`src/sv/hidmp_pkg.sv`:
```
package hidmp_pkg;

	localparam logic [1:0] REG_CLASS    = 2'd0;
	localparam logic [1:0] REG_SUBCLASS = 2'd1;
	localparam logic [1:0] REG_PROTOCOL = 2'd2;

	localparam logic [7:0] RST_CLASS    = 8'h03;
	localparam logic [7:0] RST_SUBCLASS = 8'h01;
	localparam logic [7:0] RST_PROTOCOL = 8'h02;

	localparam logic [7:0] DESC_INTERFACE = 8'h04;
	localparam logic [7:0] DESC_ENDPOINT  = 8'h05;
	localparam logic [7:0] IFACE_NONE     = 8'hFF;
	localparam logic [7:0] IFACE_MIN_LEN  = 8'd9;
	localparam logic [7:0] EP_MIN_LEN     = 8'd7;
	localparam logic [1:0] XFER_INTERRUPT = 2'b11;
	localparam logic [3:0] STREAM_SAT     = 4'd9;
	localparam logic [3:0] CFG_BYTE_POS   = 4'd5;

	typedef struct packed {
		logic [7:0] match_class;
		logic [7:0] match_subclass;
		logic [7:0] match_protocol;
	} match_cfg_t;

	typedef struct packed {
		logic [3:0]  stream_count;
		logic [7:0]  desc_offset;
		logic [7:0]  desc_length;
		logic [7:0]  desc_kind;
		logic [7:0]  cur_interface;
		logic [23:0] cur_class_triple;
		logic [31:0] endpoint_fields;
		logic [7:0]  cfg_byte;
		logic        stopped;
		logic        m_found;
		logic [7:0]  m_interface;
		logic [3:0]  m_endpoint;
		logic [15:0] m_max_packet;
	} parse_state_t;

	typedef struct packed {
		logic        found;
		logic [7:0]  config_value;
		logic [7:0]  interface_number;
		logic [3:0]  endpoint_number;
		logic [15:0] max_packet;
	} parse_result_t;

	localparam parse_state_t STATE_CLEAR = '{
		stream_count: 4'd0,
		desc_offset: 8'd0,
		desc_length: 8'd0,
		desc_kind: 8'd0,
		cur_interface: IFACE_NONE,
		cur_class_triple: 24'd0,
		endpoint_fields: 32'd0,
		cfg_byte: 8'd0,
		stopped: 1'b0,
		m_found: 1'b0,
		m_interface: 8'd0,
		m_endpoint: 4'd0,
		m_max_packet: 16'd0
	};

endpackage

```
`src/sv/hidmp_if.sv`:
```
interface hidmp_in_if;
	logic       valid;
	logic       ready;
	logic [7:0] data_byte;
	logic       final_byte;

	modport source (output valid, output data_byte, output final_byte, input ready);
	modport sink (input valid, input data_byte, input final_byte, output ready);
endinterface

interface hidmp_out_if;
	logic        valid;
	logic        ready;
	logic        found;
	logic [7:0]  config_value;
	logic [7:0]  interface_number;
	logic [3:0]  endpoint_number;
	logic [15:0] max_packet;

	modport source (output valid, output found, output config_value,
		output interface_number, output endpoint_number, output max_packet,
		input ready);
	modport sink (input valid, input found, input config_value,
		input interface_number, input endpoint_number, input max_packet,
		output ready);
endinterface

```
`src/sv/hid_mouse_endpoint_descriptor_parser_unit.sv`:
```
// Walks a USB configuration descriptor set arriving one byte per transfer and reports, on
// the byte flagged final, whether an interrupt IN endpoint with a non-zero packet size was
// found under an interface whose class, subclass and protocol match the three match
// registers (HID boot mouse after reset), together with the configuration value, interface
// number, endpoint number and max packet size. A byte is registered on input and parsed in
// the following cycle, so one byte is taken every cycle and its result is registered
// at the output; the input stalls only while a final byte waits on a result not yet taken.
module hid_mouse_endpoint_descriptor_parser_unit
	import hidmp_pkg::*;
(
	input  logic        clk,
	input  logic        arst_n,
	input  logic        cfg_we,
	input  logic [1:0]  cfg_index,
	input  logic [7:0]  cfg_data,
	hidmp_in_if.sink    in_ch,
	hidmp_out_if.source out_ch
);

	match_cfg_t    cfg_q;
	logic          valid_s1;
	logic [7:0]    byte_s1;
	logic          fin_s1;
	logic          advance;
	parse_state_t  state_q;
	parse_state_t  state_next;
	parse_result_t result;
	parse_result_t result_q;
	logic          out_valid_q;

	always_ff @(posedge clk or negedge arst_n) begin
		if (!arst_n) begin
			cfg_q <= '{match_class: RST_CLASS, match_subclass: RST_SUBCLASS,
				match_protocol: RST_PROTOCOL};
		end else if (cfg_we) begin
			unique case (cfg_index)
				REG_CLASS: cfg_q.match_class <= cfg_data;
				REG_SUBCLASS: cfg_q.match_subclass <= cfg_data;
				REG_PROTOCOL: cfg_q.match_protocol <= cfg_data;
				default: ;
			endcase
		end
	end

	assign advance = valid_s1 && (!fin_s1 || !out_valid_q || out_ch.ready);
	assign in_ch.ready = !valid_s1 || advance;

	always_ff @(posedge clk or negedge arst_n) begin
		if (!arst_n) begin
			valid_s1 <= 1'b0;
		end else if (in_ch.ready) begin
			valid_s1 <= in_ch.valid;
		end
	end

	always_ff @(posedge clk) begin
		if (in_ch.valid && in_ch.ready) begin
			byte_s1 <= in_ch.data_byte;
			fin_s1 <= in_ch.final_byte;
		end
	end

	hidmp_parse u_parse (
		.state      (state_q),
		.cfg        (cfg_q),
		.data_byte  (byte_s1),
		.final_byte (fin_s1),
		.next_state (state_next),
		.result     (result)
	);

	always_ff @(posedge clk or negedge arst_n) begin
		if (!arst_n) begin
			state_q <= STATE_CLEAR;
		end else if (advance) begin
			state_q <= state_next;
		end
	end

	always_ff @(posedge clk or negedge arst_n) begin
		if (!arst_n) begin
			out_valid_q <= 1'b0;
		end else if (advance && fin_s1) begin
			out_valid_q <= 1'b1;
		end else if (out_ch.ready) begin
			out_valid_q <= 1'b0;
		end
	end

	always_ff @(posedge clk) begin
		if (advance && fin_s1) begin
			result_q <= result;
		end
	end

	assign out_ch.valid = out_valid_q;
	assign out_ch.found = result_q.found;
	assign out_ch.config_value = result_q.config_value;
	assign out_ch.interface_number = result_q.interface_number;
	assign out_ch.endpoint_number = result_q.endpoint_number;
	assign out_ch.max_packet = result_q.max_packet;

endmodule

```
`src/sv/hidmp_parse.sv`:
```
module hidmp_parse
	import hidmp_pkg::*;
(
	input  parse_state_t  state,
	input  match_cfg_t    cfg,
	input  logic [7:0]    data_byte,
	input  logic          final_byte,
	output parse_state_t  next_state,
	output parse_result_t result
);

	logic [7:0]   k;
	logic [7:0]   len_n;
	logic [7:0]   kind_n;
	logic [31:0]  ef_n;
	logic         halt;
	logic         iface_ok;
	parse_state_t nx;

	always_comb begin
		k = state.desc_offset;
		nx = state;
		len_n = state.desc_length;
		kind_n = state.desc_kind;
		ef_n = state.endpoint_fields;
		halt = 1'b0;
		iface_ok = 1'b0;

		if (state.stream_count == CFG_BYTE_POS) begin
			nx.cfg_byte = data_byte;
		end
		if (state.stream_count < STREAM_SAT) begin
			nx.stream_count = state.stream_count + 4'd1;
		end

		if (!state.stopped && !state.m_found) begin
			if (k == 8'd0) begin
				if (data_byte == 8'd0) begin
					halt = 1'b1;
				end else begin
					len_n = data_byte;
					kind_n = 8'd0;
					ef_n = 32'd0;
				end
			end else if (k == 8'd1) begin
				kind_n = data_byte;
			end else if (state.desc_kind == DESC_ENDPOINT) begin
				case (k)
					8'd2: ef_n[7:0] = data_byte;
					8'd3: ef_n[15:8] = data_byte;
					8'd4: ef_n[23:16] = data_byte;
					8'd5: ef_n[31:24] = data_byte;
					default: ;
				endcase
			end else if (state.desc_kind == DESC_INTERFACE) begin
				case (k)
					8'd2: ef_n[7:0] = data_byte;
					8'd5: ef_n[15:8] = data_byte;
					8'd6: ef_n[23:16] = data_byte;
					8'd7: ef_n[31:24] = data_byte;
					default: ;
				endcase
			end

			if (halt) begin
				nx.stopped = 1'b1;
			end else begin
				nx.desc_length = len_n;
				nx.desc_kind = kind_n;
				nx.endpoint_fields = ef_n;
				if (({1'b0, k} + 9'd1) >= {1'b0, len_n}) begin
					nx.desc_offset = 8'd0;
					if (kind_n == DESC_INTERFACE && len_n >= IFACE_MIN_LEN) begin
						nx.cur_interface = ef_n[7:0];
						nx.cur_class_triple = ef_n[31:8];
					end else if (kind_n == DESC_ENDPOINT && len_n >= EP_MIN_LEN) begin
						iface_ok = state.cur_interface != IFACE_NONE &&
							state.cur_class_triple[7:0] == cfg.match_class &&
							state.cur_class_triple[15:8] == cfg.match_subclass &&
							state.cur_class_triple[23:16] == cfg.match_protocol;
						if (iface_ok && ef_n[7] && ef_n[9:8] == XFER_INTERRUPT &&
							ef_n[31:16] != 16'd0) begin
							nx.m_found = 1'b1;
							nx.m_interface = state.cur_interface;
							nx.m_endpoint = ef_n[3:0];
							nx.m_max_packet = ef_n[31:16];
						end
					end
				end else begin
					nx.desc_offset = k + 8'd1;
				end
			end
		end

		result.found = nx.m_found && nx.stream_count == STREAM_SAT;
		result.config_value = result.found ? nx.cfg_byte : 8'd0;
		result.interface_number = result.found ? nx.m_interface : 8'd0;
		result.endpoint_number = result.found ? nx.m_endpoint : 4'd0;
		result.max_packet = result.found ? nx.m_max_packet : 16'd0;

		next_state = final_byte ? STATE_CLEAR : nx;
	end

endmodule

```
`src/flat_wrapper.sv`:
```
// flat-port wrapper written by rule: the top's interface ports become plain ports
module hid_mouse_endpoint_descriptor_parser_unit_flat import hidmp_pkg::*;
  (clk, arst_n, cfg_we, cfg_index, cfg_data, in_ch_valid, in_ch_data_byte, in_ch_final_byte, in_ch_ready, out_ch_valid, out_ch_found, out_ch_config_value, out_ch_interface_number, out_ch_endpoint_number, out_ch_max_packet, out_ch_ready);
  hidmp_in_if in_ch_i ();
  hidmp_out_if out_ch_i ();
  input  logic clk;
  input  logic arst_n;
  input  logic cfg_we;
  input  logic [1:0] cfg_index;
  input  logic [7:0] cfg_data;
  input wire logic [$bits(in_ch_i.valid)-1:0] in_ch_valid;
  input wire logic [$bits(in_ch_i.data_byte)-1:0] in_ch_data_byte;
  input wire logic [$bits(in_ch_i.final_byte)-1:0] in_ch_final_byte;
  output wire logic [$bits(in_ch_i.ready)-1:0] in_ch_ready;
  output wire logic [$bits(out_ch_i.valid)-1:0] out_ch_valid;
  output wire logic [$bits(out_ch_i.found)-1:0] out_ch_found;
  output wire logic [$bits(out_ch_i.config_value)-1:0] out_ch_config_value;
  output wire logic [$bits(out_ch_i.interface_number)-1:0] out_ch_interface_number;
  output wire logic [$bits(out_ch_i.endpoint_number)-1:0] out_ch_endpoint_number;
  output wire logic [$bits(out_ch_i.max_packet)-1:0] out_ch_max_packet;
  input wire logic [$bits(out_ch_i.ready)-1:0] out_ch_ready;
  assign in_ch_i.valid = in_ch_valid;
  assign in_ch_i.data_byte = in_ch_data_byte;
  assign in_ch_i.final_byte = in_ch_final_byte;
  assign in_ch_ready = in_ch_i.ready;
  assign out_ch_valid = out_ch_i.valid;
  assign out_ch_found = out_ch_i.found;
  assign out_ch_config_value = out_ch_i.config_value;
  assign out_ch_interface_number = out_ch_i.interface_number;
  assign out_ch_endpoint_number = out_ch_i.endpoint_number;
  assign out_ch_max_packet = out_ch_i.max_packet;
  assign out_ch_i.ready = out_ch_ready;
  hid_mouse_endpoint_descriptor_parser_unit u_core (.clk(clk), .arst_n(arst_n), .cfg_we(cfg_we), .cfg_index(cfg_index), .cfg_data(cfg_data), .in_ch(in_ch_i), .out_ch(out_ch_i));
endmodule
```
`config.mk`:
```
export PLATFORM = sky130hd
export DESIGN_NAME = hid_mouse_endpoint_descriptor_parser_unit_flat
export DESIGN_NICKNAME = d
export VERILOG_FILES = /design/src/sv/hidmp_pkg.sv /design/src/sv/hidmp_if.sv /design/src/sv/hid_mouse_endpoint_descriptor_parser_unit.sv /design/src/sv/hidmp_parse.sv /design/src/flat_wrapper.sv
export SDC_FILE = /design/constraint.sdc
export NUM_CORES = 1
export LEC_CHECK = 0
export ABC_CLOCK_PERIOD_IN_PS = 4400
export BUFFER_PORTS_ARGS = -buffer_cell sky130_fd_sc_hd__buf_2
export CAP_MARGIN = 20
export CORE_UTILIZATION = 57
export DETAILED_ROUTE_END_ITERATION = 10
export PLACE_DENSITY_LB_ADDON = 0.08
export SYNTH_ARGS = -nofsm -noshare
export SYNTH_HDL_FRONTEND = slang
export SYNTH_HIERARCHICAL = 1
export SYNTH_SLANG_ARGS = --single-unit
```
`constraint.sdc`:
```
create_clock -name clk -period 4.4 [get_ports clk]
set_input_delay 0.88 -clock clk [delete_from_list [all_inputs] [get_ports clk]]
set_output_delay 0.88 -clock clk [all_outputs]
set_load 0.01 [all_outputs]
```
== Word-level counts from Yosys, hierarchy flattened ==
Cells that the tools add are included.

* Register bits: 202
* Input port bits: 24
* Logic and storage cells: 129

* Add/sub/neg operators: 3
* Magnitude comparators: 4
* Equality and inequality tests: 21
* Multiplexer cells: 40
* Reductions and logical operators: 36

{| class="wikitable"
|+ Operator list
! kind !! number
|-
| 32-bit 2-to-1 mux || 8
|-
| 88-bit 2-to-1 mux || 2
|-
| 29-bit 2-to-1 mux || 5
|-
| 130-bit 2-to-1 mux || 1
|-
| 8-bit 2-to-1 mux || 16
|-
| 8-bit by 3-bit == test with 1-bit output, second input constant || 8
|-
| 30-bit 2-to-1 mux || 1
|-
| 8-bit == test || 3
|-
| 8-bit by 2-bit == test with 1-bit output, second input constant || 2
|-
| 8-bit logical NOT || 2
|-
| 16-bit nonzero test || 1
|-
| 1-bit logical AND || 13
|-
| 2-bit nonzero test || 5
|-
| 8-bit by 1-bit adder with 9-bit output, second input constant || 1
|-
| 9-bit by 8-bit >= comparator with 1-bit output || 1
|-
| 8-bit by 1-bit adder with 8-bit output, second input constant || 1
|-
| 8-bit by 1-bit == test with 1-bit output, second input constant || 1
|-
| 8-bit by 3-bit >= comparator with 1-bit output, second input constant || 1
|-
| 8-bit by 4-bit >= comparator with 1-bit output, second input constant || 1
|-
| 8-bit != test, second input constant || 1
|-
| 1-bit 2-to-1 mux || 6
|-
| 2-bit AND reduction || 3
|-
| 3-bit AND reduction || 2
|-
| 1-bit logical NOT || 5
|-
| other kinds (11) || 14
|}

== Logic depth before layout (Yosys ltp) ==
* Word-level depth: 17
* Depth in mapped cells: 23

== By module ==
Netlist, hierarchy kept.

{| class="wikitable"
|+ Modules (own cells, without submodules)
! module !! instances !! cells each !! area an instance (µm²) !! sequential area each (µm²)
|-
| hid_mouse_endpoint_descriptor_parser_unit || 1 || 846 || 10118.5 || 5300.1
|-
| hidmp_parse || 1 || 839 || 5017.3 || 0.0
|}

== Least setup slack after synthesis ==
No wires, ideal clock.

* Path type: reg-to-reg
* Start: register u_core/state_q[123] (netlist name)
* End: register u_core.result_q (netlist bit u_core/out_ch.max_packet[10]) (data pin)
* Arrival: 4201 ps
* Required time: 4134 ps
* Path slack: -67 ps
* Cell stages (with the launch flop): 20
* Buffers on the path: 5
* Clock period less this slack: 4467 ps
* Cells stage by stage: dfrtp_1 > or4_1 > buf_2 > nor3_4 > nand2_1 > clkbuf_1 > buf_1 > nor2_1 > a21oi_1 > ha_1 > a21oi_1 > o221ai_1 > a21oi_1 > nand2_1 > nand4_1 > buf_2 > clkbuf_1 > nor2_1 > a221oi_1 > nor2_1

* Cells in the longest elaborated chain, start to end: 17

{| class="wikitable"
|+ Ends and longest elaborated chain
! item !! line !! source
|-
| start: declaration || hid_mouse_endpoint_descriptor_parser_unit.sv:25 || <nowiki>parse_state_t state_q;</nowiki>
|-
| start signal: assignment || hid_mouse_endpoint_descriptor_parser_unit.sv:76 || <nowiki>state_q <= state_next;</nowiki>
|-
| 8-bit by 3-bit == test with 1-bit output / 8-bit by 2-bit == test with 1-bit output (equally long branches) || hidmp_parse.sv:48, hidmp_parse.sv:56 ||
|-
| 8-bit 2-to-1 mux (on tied branches) || hidmp_parse.sv:56, hidmp_parse.sv:48 ||
|-
| 32-bit 2-to-1 mux || hidmp_parse.sv:55 || <nowiki>end else if (state.desc_kind == DESC_INTERFACE) begin</nowiki>
|-
| 32-bit 2-to-1 mux || hidmp_parse.sv:47 || <nowiki>end else if (state.desc_kind == DESC_ENDPOINT) begin</nowiki>
|-
| 32-bit 2-to-1 mux || hidmp_parse.sv:45 || <nowiki>end else if (k == 8'd1) begin</nowiki>
|-
| 32-bit 2-to-1 mux || hidmp_parse.sv:37 || <nowiki>if (k == 8'd0) begin</nowiki>
|-
| 32-bit 2-to-1 mux || hidmp_parse.sv:36 || <nowiki>if (!state.stopped && !state.m_found) begin</nowiki>
|-
| 2-bit == test / 1-bit logical AND (equally long branches) || hidmp_parse.sv:81 || <nowiki>if (iface_ok && ef_n[7] && ef_n[9:8] == XFER_INTERRUPT &&</nowiki>
|-
| 1-bit logical AND (2 in a row) || hidmp_parse.sv:81 ||
|-
| 29-bit 2-to-1 mux || hidmp_parse.sv:81 ||
|-
| 29-bit 2-to-1 mux || hidmp_parse.sv:76 || <nowiki>end else if (kind_n == DESC_ENDPOINT && len_n >= EP_MIN_LEN) begin</nowiki>
|-
| 29-bit 2-to-1 mux || hidmp_parse.sv:73 || <nowiki>if (kind_n == DESC_INTERFACE && len_n >= IFACE_MIN_LEN) begin</nowiki>
|-
| 29-bit 2-to-1 mux || hidmp_parse.sv:71 || <nowiki>if (({1'b0, k} + 9'd1) >= {1'b0, len_n}) begin</nowiki>
|-
| 29-bit 2-to-1 mux (*) || hidmp_parse.sv:65 || <nowiki>if (halt) begin</nowiki>
|-
| 30-bit 2-to-1 mux (*) || hidmp_parse.sv:36 ||
|-
| 1-bit logical AND || hidmp_parse.sv:95 || <nowiki>result.found = nx.m_found && nx.stream_count == STREAM_SAT;</nowiki>
|-
| end signal: assignment || hid_mouse_endpoint_descriptor_parser_unit.sv:92 || <nowiki>result_q <= result;</nowiki>
|-
| end: declaration || hid_mouse_endpoint_descriptor_parser_unit.sv:28 || <nowiki>parse_result_t result_q;</nowiki>
|}

Every way passes the cells marked *; elsewhere a longest branch is shown, timed or not. The select of a mux whose other input is x is not followed.
A chain may end at the register's enable or synchronous reset.

==> flow_metrics.env <==
export IMPL_outcome="completed"
export IMPL_initial_utilization_pct=58.1
export IMPL_dr_first_iter_drc_count=1592
export IMPL_seqPwrFrac_pct=33.9
export IMPL_die_w_um=165
export IMPL_instances_no_fill=2029
export IMPL_final_fill_count=2241
export IMPL_drc_errors=0
export IMPL_cts_inserted_buffers=25
export IMPL_place_inst=1981
export IMPL_worst_path_max_fanout=47
export IMPL_ant_nets=0
export IMPL_coreArea_um2=26100
export IMPL_startpoint_type="register"
export IMPL_grt_max_degree=262
export IMPL_cts_root_buf="clkbuf_16"
export IMPL_critPathKind="register to register"
export IMPL_worst_slack_ps=324
export IMPL_p_leak_uw=0.00649
export IMPL_firstDrtPassIters=5
export IMPL_synth_compound_area_share_pct=24.2
export IMPL_switchingPower_uw=2890
export IMPL_vdd_ir_drop_max_v=0.000547
export IMPL_fin_crit_sh_pct=92.6
export IMPL_synth_mux_area_share_pct=2.74
export IMPL_critPathCaptureType="register"
export IMPL_grt_use_total_pct=32.8
export IMPL_p_int_uw=4340
export IMPL_cts_setup_buffers=0
export IMPL_cts_path_max_buffers=3
export IMPL_syn_inst=1685
export IMPL_rows=59
export IMPL_powerDensity_nw_per_um2=440
export IMPL_max_cap_viol_count=0
export IMPL_synth_seq_cells=202
export IMPL_overflow=0
export IMPL_path_clk_slew_ps=60
export IMPL_routed_wirelength_um=45100
export IMPL_final_setup_tns_ps=0
export IMPL_vias_per_cell=6.75
export IMPL_cp_data_required_time_ps=4860
export IMPL_setup_violations=0
export IMPL_combinationalPowerShare_pct=37.5
export IMPL_grt_pass1_wl_um=70400
export IMPL_clk_latency_ps=540
export IMPL_slew_headroom_pct=27.2
export IMPL_ys_seq_area_share_pct=35.0
export IMPL_cts_tree="built"
export IMPL_die_height_um=165
export IMPL_synthAdderAreaFrac_pct=1.24
export IMPL_hold_buffers=0
export IMPL_worst_pin_slew_ps=1090
export IMPL_async_flop_share_pct=77.2
export IMPL_switching_share_pct=39.9
export IMPL_ys_types=82
export IMPL_yosysWarnings=6
export IMPL_arrival_ps=4540
export IMPL_final_cell_mix="nand2_1, nor2_1, dfrtp_1"
export IMPL_mostFrequentLayoutCell="nand2_1"
export IMPL_fin_skew_ps=14.4
export IMPL_pre_cts_slack_ps=60.1
export IMPL_slew_violations=0
export IMPL_htree_levels=1
export IMPL_clock_sinks=202
export IMPL_portBuffers=62
export IMPL_nets=1713
export IMPL_hp_class="input pin to async pin"
export IMPL_avgRoutedWirePerCell_um=22.2
export IMPL_place_hpwl_um=28300
export IMPL_yosys_area_top_type="dfrtp_1"
export IMPL_rr_worst_depth=17
export IMPL_hold_viol=0
export IMPL_fmax_mhz=245
export IMPL_clockPowerShare_pct=28.6
export IMPL_yosys_top_cells_area="dfrtp_1, edfxtp_1, o211ai_2"
export IMPL_die_area_um2=27200
export IMPL_synthXorXnorAreaFrac_pct=1.79
export IMPL_synthesis_nets=1724
export IMPL_synth_top_family_by_area="simple AND/OR/NAND/NOR gates"
export IMPL_fin_crit_ps=4080
export IMPL_first_global_vias=12596
export IMPL_synth_edf_count=46
export IMPL_yosysTopAreaCellShare_pct=23.8
export IMPL_io_pins=63
export IMPL_syn_cell_area_um2=15100
export IMPL_gp_congestion=0.928
export IMPL_area_growth_pct=8.70
export IMPL_ys_flop_type="dfrtp_1"
export IMPL_synth_simple_area_share_pct=28.6
export IMPL_vias=13689
export IMPL_syn_area_per_cell_um2=8.98
export IMPL_antenna_found_initial=3
export IMPL_rsz0062_at_grt="no"
export IMPL_drive_gt1_share_pct=19.6
## worst max-delay path, stage by stage, from the launching register on
cell and delay [ps]:
dfrtp_1 370, or4_1 600, nor3_4 250, nand2_4 160, buf_4 230, a21oi_2 200
ha_1 150, nand2_1 40, o21ai_0 160, a21oi_1 110, nand2_1 130, nand4_1 150
buf_12 230, or4_1 530, mux2_2 290, a21oi_1 130, nand2_1 70, o211ai_1 190
## sequential cells by signal (all words and copies together) (netlist names)
signal / flops
u_core/state_q: 130
u_core/cfg_q: 24
u_core/out_ch.max_packet: 16
u_core/byte_s1: 8
u_core/out_ch.config_value: 8
u_core/out_ch.interface_number: 8
u_core/out_ch.endpoint_number: 4
u_core/fin_s1: 1
u_core/out_ch.found: 1
u_core/out_ch.valid: 1
u_core/valid_s1: 1
## power groups by stage
stage          Combinational [µW]  Sequential, µW  Clock (µW)
3_3_place_gp                 2590            2460           0
4_1_cts                      2630            2440        2090
3_5_place_dp                 2610            2470           0
6_report                     2710            2450        2070
2_1_floorplan                1890            2370           0
5_1_grt                      2930            2490        2170
## cells in the mapped netlist, types with 12 or more instances
cell type    n
o211ai_1    45
nand4b_1   131
a211oi_1    47
and2_1      23
xor2_1      15
a21oi_1     61
nand2_1    191
o31ai_1     13
o31a_1      13
nor2_1     161
edfxtp_1    46
buf_2       33
a22oi_1     34
dfstp_2     12
nand2b_1   134
o211ai_2   100
o21ai_0     18
inv_1       24
nand3_1     47
xnor2_1     16
ha_1        15
mux2_2      27
dfrtp_1    144
a31oi_1     35
clkbuf_1   102
nor4_1      15
nand4_1     14
## logic make-up after synthesis
| group | count (synthesis) |
|---|---|
| compound gates | 435 |
| xor+xnor | 31 |
| flops | 202 |
| mux | 38 |
| fa+ha+maj | 15 |
| buf+inv | 190 |
| simple gates | 774 |
## per-layer routing
layer	track usage [%]	part of all wire (%)	up-vias	wire [µm]
li1	-	-	6257	-
met1	46.5	44	6757	19900
met2	50.5	46	575	20600
met3	4.72	6.8	100	3050
met4	12.1	3.4	0	1550
met5	0	0	-	0
## layout make-up
type                       instances  area (µm²)  area share [%]
multi-input combinational       1293        8920            54.2
sequential                       202        5310            32.3
antenna                            1        2.50          0.0152
tap                              335         419            2.55
inverter                          26        97.6           0.593
timing repair buffer             126         897            5.45
clock buffer                      30         644            3.92
clock inverter                    16         159           0.966
## final timing paths
| path | startpoint | to | slack, ps |
|---|---|---|---|
| max in group asynchronous | arst_n | u_core/cfg_q[16]$_DFFE_PN1P_ | 3040 |
| worst min-delay path | arst_n | u_core/state_q[126]$_DFFE_PN0P_ | 340 |
| min in group clk | in_ch_data_byte[3] | u_core/byte_s1[3]$_DFFE_PP_ | 520 |
| worst max register to register | u_core/state_q[125]$_DFFE_PN0P_ | u_core/state_q[19]$_DFFE_PN0P_ | 320 |
| worst max-delay path | u_core/state_q[125]$_DFFE_PN0P_ | u_core/state_q[19]$_DFFE_PN0P_ | 320 |
| worst min register to register | u_core/state_q[36]$_DFFE_PN0P_ | u_core/state_q[36]$_DFFE_PN0P_ | 520 |
## timing repair
| item | CTS | global route |
|---|---|---|
| gates resized for setup | 0 | 9 |
| endpoints found under the setup margin | 0 | 83 |
| hold endpoints to repair | 0 | 0 |
## through the flow
step                      cell area, µm²  hold WS [ps]  power (µW)  util, %
final                              16500           339        7230     63.1
after CTS                          16400           383        7160     62.9
after global routing               16400           402        7590     63.1
after detailed placement           15600           515        5080     59.8
after global placement             15600           501        5040     59.8
after floorplan                    15100           482        4260        -
No activity file was read; power rests on OpenSTA's default activity.
